## src/design/cbba_pkg.sv

```systemverilog
package cbba_pkg;

    localparam int MAX_BLOCKS = 1024;
    localparam int ROW_BITS   = 32;
    localparam int NROWS      = MAX_BLOCKS / ROW_BITS;
    localparam int IDX_W      = $clog2(MAX_BLOCKS);
    localparam int COL_W      = $clog2(ROW_BITS);
    localparam int ROW_W      = IDX_W - COL_W;
    localparam int LIM_W      = IDX_W + 1;

    localparam int OPC_W  = 2;
    localparam int START_W = 10;
    localparam int SIZE_W = 23;
    localparam int BB_W   = 13;
    localparam int BIU_W  = 11;
    localparam int ABLK_W = 10;
    localparam int DIVD_W = SIZE_W + 1;
    localparam int EXT_W  = DIVD_W;
    localparam int SUM_W  = EXT_W + 1;

    localparam int CFG_IDX_W  = 1;
    localparam int CFG_DATA_W = BB_W;

    localparam logic [CFG_IDX_W-1:0] CFG_BLOCK_BYTES   = 1'b0;
    localparam logic [CFG_IDX_W-1:0] CFG_BLOCKS_IN_USE = 1'b1;

    localparam logic [BB_W-1:0]  BB_RESET  = 13'd64;
    localparam logic [BIU_W-1:0] BIU_RESET = 11'd1024;

    localparam logic [OPC_W-1:0] OP_CREATE   = 2'd0;
    localparam logic [OPC_W-1:0] OP_DELETE   = 2'd1;
    localparam logic [OPC_W-1:0] OP_TRUNCATE = 2'd2;

    typedef enum logic [1:0] {
        RK_CREATE,
        RK_CLEAR,
        RK_CHECK,
        RK_SET
    } t_kind;

    typedef enum logic [1:0] {
        PL_CREATE,
        PL_DELETE,
        PL_SHRINK,
        PL_GROW
    } t_plan;

    typedef enum logic [3:0] {
        ST_INIT,
        ST_IDLE,
        ST_DECODE,
        ST_DIV_CUR,
        ST_DIV_NEW,
        ST_PLAN,
        ST_RD,
        ST_MOD,
        ST_DONE
    } t_state;

    typedef struct packed {
        logic  load;
        logic  init_wr;
        logic  div_start;
        logic  div_sel_new;
        logic  save_old;
        logic  save_new;
        logic  setup;
        t_plan plan;
        logic  restart;
        logic  rd;
        logic  modify;
        logic  next;
        logic  fail;
        logic  out_load;
    } t_cmd;

    typedef struct packed {
        logic             init_last;
        logic [OPC_W-1:0] op;
        logic             div_done;
        logic             nsz_gt;
        logic             grow_blk;
        logic             shrink_blk;
        logic             grow_fits;
        logic             empty;
        t_kind            kind;
        logic             hit;
        logic             last_row;
        logic             out_free;
    } t_stat;

endpackage

```

## src/design/cbba_div.sv

```systemverilog
module cbba_div
    import cbba_pkg::*;
(
    input  logic              i_clk,
    input  logic              i_rst_n,
    input  logic              i_start,
    input  logic [DIVD_W-1:0] i_dividend,
    input  logic [BB_W-1:0]   i_divisor,
    output logic              o_done,
    output logic [DIVD_W-1:0] o_quot
);

    localparam int CNT_W = $clog2(DIVD_W);

    logic              r_busy;
    logic              r_done;
    logic [CNT_W-1:0]  r_cnt;
    logic [BB_W-1:0]   r_rem;
    logic [DIVD_W-1:0] r_quo;
    logic [BB_W-1:0]   r_dvs;

    logic [BB_W:0] rem_sh;
    logic [BB_W:0] diff;

    assign rem_sh = {r_rem, r_quo[DIVD_W-1]};
    assign diff   = rem_sh - {1'b0, r_dvs};

    always_ff @(posedge i_clk) begin
        if (!i_rst_n) begin
            r_busy <= 1'b0;
            r_done <= 1'b0;
            r_cnt  <= '0;
        end else begin
            r_done <= 1'b0;
            if (i_start) begin
                r_busy <= 1'b1;
                r_cnt  <= CNT_W'(DIVD_W - 1);
            end else if (r_busy) begin
                r_cnt <= r_cnt - 1'b1;
                if (r_cnt == '0) begin
                    r_busy <= 1'b0;
                    r_done <= 1'b1;
                end
            end
        end
    end

    always_ff @(posedge i_clk) begin
        if (i_start) begin
            r_rem <= '0;
            r_quo <= i_dividend;
            r_dvs <= i_divisor;
        end else if (r_busy) begin
            if (!diff[BB_W]) begin
                r_rem <= diff[BB_W-1:0];
                r_quo <= {r_quo[DIVD_W-2:0], 1'b1};
            end else begin
                r_rem <= rem_sh[BB_W-1:0];
                r_quo <= {r_quo[DIVD_W-2:0], 1'b0};
            end
        end
    end

    assign o_done = r_done;
    assign o_quot = r_quo;

endmodule

```

## src/design/cbba_datapath.sv

```systemverilog
module cbba_datapath
    import cbba_pkg::*;
(
    input  logic                  i_clk,
    input  logic                  i_rst_n,
    input  t_cmd                  i_cmd,
    output t_stat                 o_stat,
    input  logic [OPC_W-1:0]      i_opcode,
    input  logic [START_W-1:0]    i_start_block,
    input  logic [SIZE_W-1:0]     i_current_size,
    input  logic [SIZE_W-1:0]     i_new_size,
    input  logic                  i_cfg_we,
    input  logic [CFG_IDX_W-1:0]  i_cfg_idx,
    input  logic [CFG_DATA_W-1:0] i_cfg_data,
    input  logic                  i_m_tready,
    output logic                  o_m_tvalid,
    output logic                  o_status,
    output logic [ABLK_W-1:0]     o_allocated_block
);

    logic [BB_W-1:0]     r_bb;
    logic [BIU_W-1:0]    r_biu;
    logic [OPC_W-1:0]    r_op;
    logic [START_W-1:0]  r_start;
    logic [SIZE_W-1:0]   r_cur;
    logic [SIZE_W-1:0]   r_nsz;
    logic [EXT_W-1:0]    r_oldb;
    logic [EXT_W-1:0]    r_newb;
    logic [IDX_W-1:0]    r_from;
    logic [IDX_W-1:0]    r_tlast;
    logic                r_empty;
    t_kind               r_kind;
    logic [ROW_W-1:0]    r_row;
    logic [ROW_BITS-1:0] r_rdata;
    logic [ROW_BITS-1:0] r_map [NROWS];
    logic                r_status;
    logic [IDX_W-1:0]    r_blk;
    logic                r_mvalid;
    logic                r_mstatus;
    logic [IDX_W-1:0]    r_mblk;

    logic [LIM_W-1:0]    lim;
    logic [BB_W-1:0]     bb_eff;
    logic [SIZE_W-1:0]   size_sel;
    logic [DIVD_W-1:0]   dividend;
    logic                div_done;
    logic [DIVD_W-1:0]   quot;
    logic [EXT_W-1:0]    ext;
    logic [SUM_W-1:0]    s_old;
    logic [SUM_W-1:0]    s_new;
    logic [SUM_W-1:0]    f_full;
    logic [SUM_W-1:0]    t_full;
    logic [LIM_W-1:0]    t_c;
    logic [LIM_W-1:0]    t_c_m1;
    logic                set_empty;
    t_kind               set_kind;
    logic [ROW_BITS-1:0] mask;
    logic [ROW_BITS-1:0] free_bits;
    logic [ROW_BITS-1:0] first_free;
    logic [COL_W-1:0]    free_idx;
    logic                hit;
    logic                wr_en;
    logic [ROW_BITS-1:0] wr_data;
    logic                out_free;

    assign lim = (r_biu > LIM_W'(MAX_BLOCKS)) ? LIM_W'(MAX_BLOCKS) : LIM_W'(r_biu);
    assign bb_eff   = (r_bb == '0) ? BB_W'(1) : r_bb;
    assign size_sel = i_cmd.div_sel_new ? r_nsz : r_cur;
    assign dividend = {1'b0, size_sel} + DIVD_W'(bb_eff) - DIVD_W'(1);
    assign ext      = (quot == '0) ? EXT_W'(1) : quot;

    cbba_div u_div (
        .i_clk      (i_clk),
        .i_rst_n    (i_rst_n),
        .i_start    (i_cmd.div_start),
        .i_dividend (dividend),
        .i_divisor  (bb_eff),
        .o_done     (div_done),
        .o_quot     (quot)
    );

    assign s_old = SUM_W'(r_start) + SUM_W'(r_oldb);
    assign s_new = SUM_W'(r_start) + SUM_W'(r_newb);

    // range of blocks touched by the operation, clipped to the managed range
    always_comb begin
        unique case (i_cmd.plan)
            PL_CREATE: begin
                f_full   = '0;
                t_full   = SUM_W'(lim);
                set_kind = RK_CREATE;
            end
            PL_DELETE: begin
                f_full   = SUM_W'(r_start);
                t_full   = s_old;
                set_kind = RK_CLEAR;
            end
            PL_SHRINK: begin
                f_full   = s_new;
                t_full   = s_old;
                set_kind = RK_CLEAR;
            end
            PL_GROW: begin
                f_full   = s_old;
                t_full   = s_new;
                set_kind = RK_CHECK;
            end
            default: begin
                f_full   = '0;
                t_full   = '0;
                set_kind = RK_CREATE;
            end
        endcase
        t_c       = (t_full > SUM_W'(lim)) ? lim : t_full[LIM_W-1:0];
        t_c_m1    = t_c - LIM_W'(1);
        set_empty = (f_full >= SUM_W'(t_c));
    end

    always_comb begin
        for (int i = 0; i < ROW_BITS; i++) begin
            mask[i] = ({r_row, COL_W'(i)} >= r_from) && ({r_row, COL_W'(i)} <= r_tlast);
        end
        free_bits = ~r_rdata & mask;
        free_idx  = '0;
        for (int i = ROW_BITS - 1; i >= 0; i--) begin
            if (free_bits[i]) begin
                free_idx = COL_W'(i);
            end
        end
        first_free = ROW_BITS'(1) << free_idx;
    end

    always_comb begin
        unique case (r_kind)
            RK_CREATE: hit = |free_bits;
            RK_CHECK:  hit = |(r_rdata & mask);
            default:   hit = 1'b0;
        endcase
    end

    always_comb begin
        wr_en   = 1'b0;
        wr_data = '0;
        if (i_cmd.init_wr) begin
            wr_en = 1'b1;
        end else if (i_cmd.modify) begin
            unique case (r_kind)
                RK_CREATE: begin
                    wr_en   = hit;
                    wr_data = r_rdata | first_free;
                end
                RK_CLEAR: begin
                    wr_en   = 1'b1;
                    wr_data = r_rdata & ~mask;
                end
                RK_SET: begin
                    wr_en   = 1'b1;
                    wr_data = r_rdata | mask;
                end
                default: begin
                    wr_en   = 1'b0;
                    wr_data = r_rdata;
                end
            endcase
        end
    end

    always_ff @(posedge i_clk) begin
        if (wr_en) begin
            r_map[r_row] <= wr_data;
        end
    end

    always_ff @(posedge i_clk) begin
        if (i_cmd.rd) begin
            r_rdata <= r_map[r_row];
        end
    end

    always_ff @(posedge i_clk) begin
        if (!i_rst_n) begin
            r_bb  <= BB_RESET;
            r_biu <= BIU_RESET;
        end else if (i_cfg_we) begin
            unique case (i_cfg_idx)
                CFG_BLOCK_BYTES:   r_bb  <= i_cfg_data[BB_W-1:0];
                CFG_BLOCKS_IN_USE: r_biu <= i_cfg_data[BIU_W-1:0];
                default: ;
            endcase
        end
    end

    always_ff @(posedge i_clk) begin
        if (!i_rst_n) begin
            r_row <= '0;
        end else if (i_cmd.setup) begin
            r_row <= f_full[IDX_W-1:COL_W];
        end else if (i_cmd.restart) begin
            r_row <= r_from[IDX_W-1:COL_W];
        end else if (i_cmd.init_wr || i_cmd.next) begin
            r_row <= r_row + 1'b1;
        end
    end

    always_ff @(posedge i_clk) begin
        if (i_cmd.load) begin
            r_op    <= i_opcode;
            r_start <= i_start_block;
            r_cur   <= i_current_size;
            r_nsz   <= i_new_size;
        end
        if (i_cmd.save_old) begin
            r_oldb <= ext;
        end
        if (i_cmd.save_new) begin
            r_newb <= ext;
        end
        if (i_cmd.setup) begin
            r_from  <= f_full[IDX_W-1:0];
            r_tlast <= t_c_m1[IDX_W-1:0];
            r_empty <= set_empty;
            r_kind  <= set_kind;
        end else if (i_cmd.restart) begin
            r_kind <= RK_SET;
        end
        if (i_cmd.load) begin
            r_status <= 1'b0;
            r_blk    <= '0;
        end else begin
            if (i_cmd.fail) begin
                r_status <= 1'b1;
            end
            if (i_cmd.modify && r_kind == RK_CREATE && hit) begin
                r_blk <= {r_row, free_idx};
            end
        end
    end

    assign out_free = !r_mvalid || i_m_tready;

    always_ff @(posedge i_clk) begin
        if (!i_rst_n) begin
            r_mvalid <= 1'b0;
        end else if (i_cmd.out_load) begin
            r_mvalid <= 1'b1;
        end else if (i_m_tready) begin
            r_mvalid <= 1'b0;
        end
    end

    always_ff @(posedge i_clk) begin
        if (i_cmd.out_load) begin
            r_mstatus <= r_status;
            r_mblk    <= r_blk;
        end
    end

    assign o_m_tvalid        = r_mvalid;
    assign o_status          = r_mstatus;
    assign o_allocated_block = ABLK_W'(r_mblk);

    always_comb begin
        o_stat            = '0;
        o_stat.init_last  = (r_row == ROW_W'(NROWS - 1));
        o_stat.op         = r_op;
        o_stat.div_done   = div_done;
        o_stat.nsz_gt     = (r_nsz > r_cur);
        o_stat.grow_blk   = (r_newb > r_oldb);
        o_stat.shrink_blk = (r_oldb > r_newb);
        o_stat.grow_fits  = (s_new <= SUM_W'(lim));
        o_stat.empty      = r_empty;
        o_stat.kind       = r_kind;
        o_stat.hit        = hit;
        o_stat.last_row   = (r_row == r_tlast[IDX_W-1:COL_W]);
        o_stat.out_free   = out_free;
    end

    a_out_slot_free: assert property (@(posedge i_clk) disable iff (!i_rst_n)
        i_cmd.out_load |-> out_free)
        else $error("result loaded into a full output register");

    a_no_empty_read: assert property (@(posedge i_clk) disable iff (!i_rst_n)
        i_cmd.rd |-> !r_empty)
        else $error("row read for an empty range");

    a_save_on_done: assert property (@(posedge i_clk) disable iff (!i_rst_n)
        (i_cmd.save_old || i_cmd.save_new) |-> div_done)
        else $error("extent saved before the divider finished");

    a_valid_from_load: assert property (@(posedge i_clk) disable iff (!i_rst_n)
        $rose(r_mvalid) |-> $past(i_cmd.out_load))
        else $error("output valid without a result load");

endmodule

```

## src/design/cbba_ctrl.sv

```systemverilog
module cbba_ctrl
    import cbba_pkg::*;
(
    input  logic  i_clk,
    input  logic  i_rst_n,
    input  logic  i_s_tvalid,
    output logic  o_s_tready,
    input  t_stat i_stat,
    output t_cmd  o_cmd
);

    t_state r_state;
    t_state n_state;

    always_ff @(posedge i_clk) begin
        if (!i_rst_n) begin
            r_state <= ST_INIT;
        end else begin
            r_state <= n_state;
        end
    end

    always_comb begin
        n_state    = r_state;
        o_cmd      = '0;
        o_s_tready = 1'b0;
        unique case (r_state)
            ST_INIT: begin
                o_cmd.init_wr = 1'b1;
                if (i_stat.init_last) begin
                    n_state = ST_IDLE;
                end
            end
            ST_IDLE: begin
                o_s_tready = 1'b1;
                if (i_s_tvalid) begin
                    o_cmd.load = 1'b1;
                    n_state    = ST_DECODE;
                end
            end
            ST_DECODE: begin
                if (i_stat.op == OP_CREATE) begin
                    o_cmd.setup = 1'b1;
                    o_cmd.plan  = PL_CREATE;
                    n_state     = ST_RD;
                end else if (i_stat.op == OP_DELETE || i_stat.op == OP_TRUNCATE) begin
                    o_cmd.div_start = 1'b1;
                    n_state         = ST_DIV_CUR;
                end else begin
                    o_cmd.fail = 1'b1;
                    n_state    = ST_DONE;
                end
            end
            ST_DIV_CUR: begin
                if (i_stat.div_done) begin
                    o_cmd.save_old = 1'b1;
                    if (i_stat.op == OP_DELETE) begin
                        n_state = ST_PLAN;
                    end else begin
                        o_cmd.div_start   = 1'b1;
                        o_cmd.div_sel_new = 1'b1;
                        n_state           = ST_DIV_NEW;
                    end
                end
            end
            ST_DIV_NEW: begin
                if (i_stat.div_done) begin
                    o_cmd.save_new = 1'b1;
                    n_state        = ST_PLAN;
                end
            end
            ST_PLAN: begin
                n_state = ST_DONE;
                priority if (i_stat.op == OP_DELETE) begin
                    o_cmd.setup = 1'b1;
                    o_cmd.plan  = PL_DELETE;
                    n_state     = ST_RD;
                end else if (i_stat.nsz_gt) begin
                    if (i_stat.grow_blk) begin
                        if (i_stat.grow_fits) begin
                            o_cmd.setup = 1'b1;
                            o_cmd.plan  = PL_GROW;
                            n_state     = ST_RD;
                        end else begin
                            o_cmd.fail = 1'b1;
                        end
                    end
                end else if (i_stat.shrink_blk) begin
                    o_cmd.setup = 1'b1;
                    o_cmd.plan  = PL_SHRINK;
                    n_state     = ST_RD;
                end
            end
            ST_RD: begin
                if (i_stat.empty) begin
                    o_cmd.fail = (i_stat.kind == RK_CREATE);
                    n_state    = ST_DONE;
                end else begin
                    o_cmd.rd = 1'b1;
                    n_state  = ST_MOD;
                end
            end
            ST_MOD: begin
                o_cmd.modify = 1'b1;
                unique case (i_stat.kind)
                    RK_CREATE: begin
                        if (i_stat.hit) begin
                            n_state = ST_DONE;
                        end else if (i_stat.last_row) begin
                            o_cmd.fail = 1'b1;
                            n_state    = ST_DONE;
                        end else begin
                            o_cmd.next = 1'b1;
                            n_state    = ST_RD;
                        end
                    end
                    RK_CHECK: begin
                        if (i_stat.hit) begin
                            o_cmd.fail = 1'b1;
                            n_state    = ST_DONE;
                        end else if (i_stat.last_row) begin
                            o_cmd.restart = 1'b1;
                            n_state       = ST_RD;
                        end else begin
                            o_cmd.next = 1'b1;
                            n_state    = ST_RD;
                        end
                    end
                    default: begin
                        if (i_stat.last_row) begin
                            n_state = ST_DONE;
                        end else begin
                            o_cmd.next = 1'b1;
                            n_state    = ST_RD;
                        end
                    end
                endcase
            end
            ST_DONE: begin
                if (i_stat.out_free) begin
                    o_cmd.out_load = 1'b1;
                    n_state        = ST_IDLE;
                end
            end
            default: begin
                n_state = ST_IDLE;
            end
        endcase
    end

endmodule

```

## src/design/contiguous_block_bitmap_allocator.sv

```systemverilog
// Bitmap allocator of contiguous storage blocks. The used/free map sits in a 32 x 32-bit
// memory and is worked one row at a time: read, then modify and write. After reset a
// clearing pass zeroes the map; no request is taken until it ends, configuration writes
// are taken throughout. Create scans the rows up to the first free block. Delete and
// truncate first turn byte sizes into block counts with a shared bit-serial divider (one
// division for delete, two for truncate), then work over each row of the extent touched;
// a grow goes over its rows twice, once to check and once to mark. One request is in work
// at a time; the result register lets the next request in while a result waits.
module contiguous_block_bitmap_allocator
    import cbba_pkg::*;
(
    input  logic                  i_clk,
    input  logic                  i_rst_n,
    input  logic                  s_axis_tvalid,
    output logic                  s_axis_tready,
    input  logic [63:0]           s_axis_tdata,  // opcode, start_block, current_size, new_size
    output logic                  m_axis_tvalid,
    input  logic                  m_axis_tready,
    output logic [15:0]           m_axis_tdata,  // status, allocated_block
    input  logic                  i_cfg_we,
    input  logic [CFG_IDX_W-1:0]  i_cfg_idx,
    input  logic [CFG_DATA_W-1:0] i_cfg_data
);

    t_cmd              cmd;
    t_stat             stat;
    logic              status;
    logic [ABLK_W-1:0] allocated_block;

    cbba_ctrl u_ctrl (
        .i_clk      (i_clk),
        .i_rst_n    (i_rst_n),
        .i_s_tvalid (s_axis_tvalid),
        .o_s_tready (s_axis_tready),
        .i_stat     (stat),
        .o_cmd      (cmd)
    );

    cbba_datapath u_dp (
        .i_clk             (i_clk),
        .i_rst_n           (i_rst_n),
        .i_cmd             (cmd),
        .o_stat            (stat),
        .i_opcode          (s_axis_tdata[1:0]),
        .i_start_block     (s_axis_tdata[11:2]),
        .i_current_size    (s_axis_tdata[34:12]),
        .i_new_size        (s_axis_tdata[57:35]),
        .i_cfg_we          (i_cfg_we),
        .i_cfg_idx         (i_cfg_idx),
        .i_cfg_data        (i_cfg_data),
        .i_m_tready        (m_axis_tready),
        .o_m_tvalid        (m_axis_tvalid),
        .o_status          (status),
        .o_allocated_block (allocated_block)
    );

    assign m_axis_tdata = {5'b0, allocated_block, status};

endmodule

```

## config.mk

```make
export PLATFORM = sky130hd
export DESIGN_NAME = contiguous_block_bitmap_allocator
export DESIGN_NICKNAME = d
export VERILOG_FILES = /design/src/design/cbba_pkg.sv /design/src/design/cbba_div.sv /design/src/design/cbba_datapath.sv /design/src/design/cbba_ctrl.sv /design/src/design/contiguous_block_bitmap_allocator.sv
export SDC_FILE = /design/constraint.sdc
export NUM_CORES = 2
export LEC_CHECK = 0
export BUFFER_PORTS_ARGS = -buffer_cell sky130_fd_sc_hd__buf_2
export CORE_MARGIN = 10
export CORE_UTILIZATION = 62
export CTS_CLUSTER_DIAMETER = 150
export CTS_CLUSTER_SIZE = 28
export DETAILED_ROUTE_END_ITERATION = 12
export PLACE_DENSITY_LB_ADDON = 0.05
export SYNTH_ARGS = -nofsm -noshare
export SYNTH_HDL_FRONTEND = slang
export SYNTH_SLANG_ARGS = --single-unit
```

## constraint.sdc

```tcl
create_clock -name i_clk -period 10.4 [get_ports i_clk]
set_clock_uncertainty 0.1 [all_clocks]
set_input_delay 1.56 -clock i_clk [delete_from_list [all_inputs] [get_ports i_clk]]
set_output_delay 1.56 -clock i_clk [all_outputs]
set_load 0.005 [all_outputs]
```

==> summary.txt <==
Setup path
  • R2R depth: 38
  • CP peak stage delay: 500 ps
  • Worst path arrival time: 9380 ps
  • Crit Path Max Fanout: 7
  • Crit-path most repeated cell: o21a_1
  • Cell family with most CP delay: compound AO/OA/AOI/OAI gates
  • Worst path slowest cell: edfxtp_1
  • Critical path required time: 10,710 ps
  • Critical path type: flip-flop to flip-flop
  • Critical Path Sink Type: flip-flop
  • Worst path bufs/invs: 1
  • CP Launch Type: flip-flop
  • Levels on crit path: 38

Min path
  • Hold crit path type: flip-flop to flip-flop
  • Worst Hold Depth: 0

Die
  • Die Height: 328 um
  • Core area: 93,700 um2
  • Die W: 328 um
  • Initial Util: 62.7%
  • Row cnt: 112
  • Die Area: 108,000 um2
  • Top Ports: 101

Power
  • Lkg Pwr: 21.6 nW
  • Pwr dens: 150 nW/um2
  • Max IR drop VDD: 215 uV

Timing
  • Period utilization: 87.2%
  • Final setup viols: 0
  • Measured slew at the worst slew-check pin: 1340 ps
  • Max-slew headroom: 10.7%
  • Max Freq: 110 MHz
  • Final setup TNS: 0 ps
  • Tmin final: 9070 ps
  • Final hold vios: 0
  • Final Slew Violations: 0
  • RSZ-0062 raised after global routing: no

CTS
  • CTS tree: yes
  • Clock-pin slew on the worst setup and hold paths: 110 ps
  • Worst skew pair latency: 700 ps
  • Total setup buffers inserted after CTS: 0
  • Cts hold-fix bufs: 0
  • Num CTS Buffers: 53
  • Clk root buf: clkbuf_16
  • Post-CTS resize count: 0
  • CTS sink cnt: 1,298
  • H-tree depth: 2
  • Clock Path Buffers: 3

Finish
  • Area Growth Syn to Fin: 6.21%
  • Share of cells above drive strength 1: 16.8%
  • Most frequent cells in the layout: edfxtp_1, mux4_2, nand2_1
  • Final instance area: 62,500 um2
  • Layout Nets: 4,136
  • Number of diodes: 0
  • Commonest non-fill, non-tap cell in the layout: edfxtp_1

Synth
  • Ys flop type: edfxtp_1
  • Number of synthesized flops with an enable pin: 1,233
  • Synth area leaders: edfxtp_1, mux4_2, ha_1
  • Area leader, netlist: edfxtp_1
  • Post-Syn Area: 58,800 um2
  • Gate Count Post-Synth: 3,828
  • Synth warnings: 0
  • Post-synth top area share: 63.0%
  • Syn avg cell area: 15.4 um2
  • Synthesis-stage register bit count: 1,298
  • Sequential share of the synthesized area: 65.2%
  • Synth cell types: 108
  • Share of flip-flops with an asynchronous set or reset: 0%

Drt
  • DR pass1 iterations: 6
  • Via count: 36,100
  • Drc violations: 0
  • Vias per cell: 7.02
  • Drt initial violations: 4,508
  • Met2 WL post-DR: 83.3 mm
  • Detailed-route wire length per cell: 32.1 um
  • Met1 WL: 59.5 mm
  • Routed wire length: 165 mm
  • Metal3 WL: 14.8 mm
  • Top Metal Used: met5
  • Routed Antenna Nets: 0

Flow run
  • Max-cap viol count: 0

Global route
  • Vias in the first global route: 35,600
  • Grt ovf: 0
  • Initial antenna violation count: 1
  • GRT Total Usage: 30.3%
  • Pin count of the biggest net entering global routing: 70
  • First-pass GRT wire length: 241 mm

Placed design
  • Port bufs: 89
  • GPL Wtd Cong: 0.948
  • Post-DP HPWL: 104 mm
  • Post-DP Area: 61,000 um2

Run status
  • Run status: completed
cells in the mapped netlist (10+ instances only):
| cell | count |
|---|---|
| nor3_1 | 59 |
| nand4_1 | 80 |
| o2111ai_1 | 11 |
| clkbuf_1 | 159 |
| a21boi_0 | 31 |
| nor2_1 | 141 |
| buf_4 | 10 |
| o22ai_1 | 18 |
| edfxtp_1 | 1233 |
| buf_2 | 16 |
| and3_1 | 19 |
| nor2b_1 | 43 |
| o21a_1 | 30 |
| nand2b_1 | 18 |
| a21o_1 | 46 |
| nand2_1 | 209 |
| a31oi_1 | 16 |
| ha_1 | 183 |
| nand3_1 | 72 |
| nor4_1 | 19 |
| dfxtp_1 | 65 |
| inv_1 | 198 |
| a22oi_1 | 135 |
| mux2i_1 | 60 |
| a211oi_1 | 18 |
| xor2_1 | 20 |
| a221oi_1 | 18 |
| and2_1 | 20 |
| o21ai_1 | 13 |
| o211ai_1 | 28 |
| o211a_1 | 39 |
| a21oi_1 | 124 |
| xnor2_1 | 44 |
| or3_1 | 15 |
| o21ai_0 | 118 |
| mux4_2 | 256 |
| buf_1 | 32 |
| or2_2 | 11 |
flip-flops by register name, indices dropped and copies added, names as in the netlist, 2 cells and up:
signal	flops
u_ctrl.r_state	4
u_dp.o_allocated_block	10
u_dp.r_bb	13
u_dp.r_biu	11
u_dp.r_blk	10
u_dp.r_cur	23
u_dp.r_from	10
u_dp.r_kind	2
u_dp.r_map	1024
u_dp.r_newb	24
u_dp.r_nsz	23
u_dp.r_oldb	24
u_dp.r_op	2
u_dp.r_rdata	32
u_dp.r_row	5
u_dp.r_start	10
u_dp.r_tlast	10
u_dp.u_div.o_quot	24
u_dp.u_div.r_cnt	5
u_dp.u_div.r_dvs	13
u_dp.u_div.r_rem	13
kinds of logic after synthesis:
logic type	Yosys count	synth area share, %
compound gates	771	9.44
xor+xnor	64	0.953
simple gates	759	6.56
flops	1298	65.2
buf+inv	423	2.85
fa+ha+maj	187	4.03
mux	325	11.0
other cells	1	0.00638
per-layer routing:
layer	vias up	global-route usage (%)
li1	15200	-
met1	18300	38.7
met2	2182	51.7
met3	372	4.98
met4	2	12.0
met5	-	0
per-stage QoR:
step / total power, mW / util [%] / instances / hold slack (ps) / worst slack (ps)
4_1_cts: 9.40 / 66.6 / 5140 / 345 / 1410
6_report: 9.40 / 66.6 / 5140 / 342 / 1330
3_5_place_dp: 7.00 / 65.0 / 5065 / 317 / 1440
2_1_floorplan: 6.64 / - / 3832 / 308 / 2320
5_1_grt: 9.65 / 66.6 / 5140 / 351 / 761
3_3_place_gp: 6.97 / 65.0 / 5065 / 315 / 1440
layout make-up:
| class | count | area, um2 |
|---|---|---|
| clock buffer | 69 | 1390 |
| inverter | 202 | 758 |
| tap | 1254 | 1570 |
| multi-input combinational | 2111 | 19000 |
| clock inverter | 6 | 110 |
| timing repair buffer | 200 | 1280 |
| sequential | 1298 | 38300 |
| fill | 6269 | 31300 |
power breakdown:
group	internal, mW	total [mW]	switching, mW
registers	5.82	5.90	0.0815
logic	0.384	0.998	0.614
clock network	0.962	2.50	1.53
total	7.17	9.40	2.23
final timing paths:
kind | endpoint | slack (ps) | startpoint
worst max-delay path | u_dp.r_empty | 1330 | u_dp.r_start[7]
worst min-delay path | u_dp.o_allocated_block[5] | 340 | u_dp.r_blk[5]
worst max register to register | u_dp.r_empty | 1330 | u_dp.r_start[7]
worst min register to register | u_dp.o_allocated_block[5] | 340 | u_dp.r_blk[5]
No activity file was read; power rests on OpenSTA's default activity.
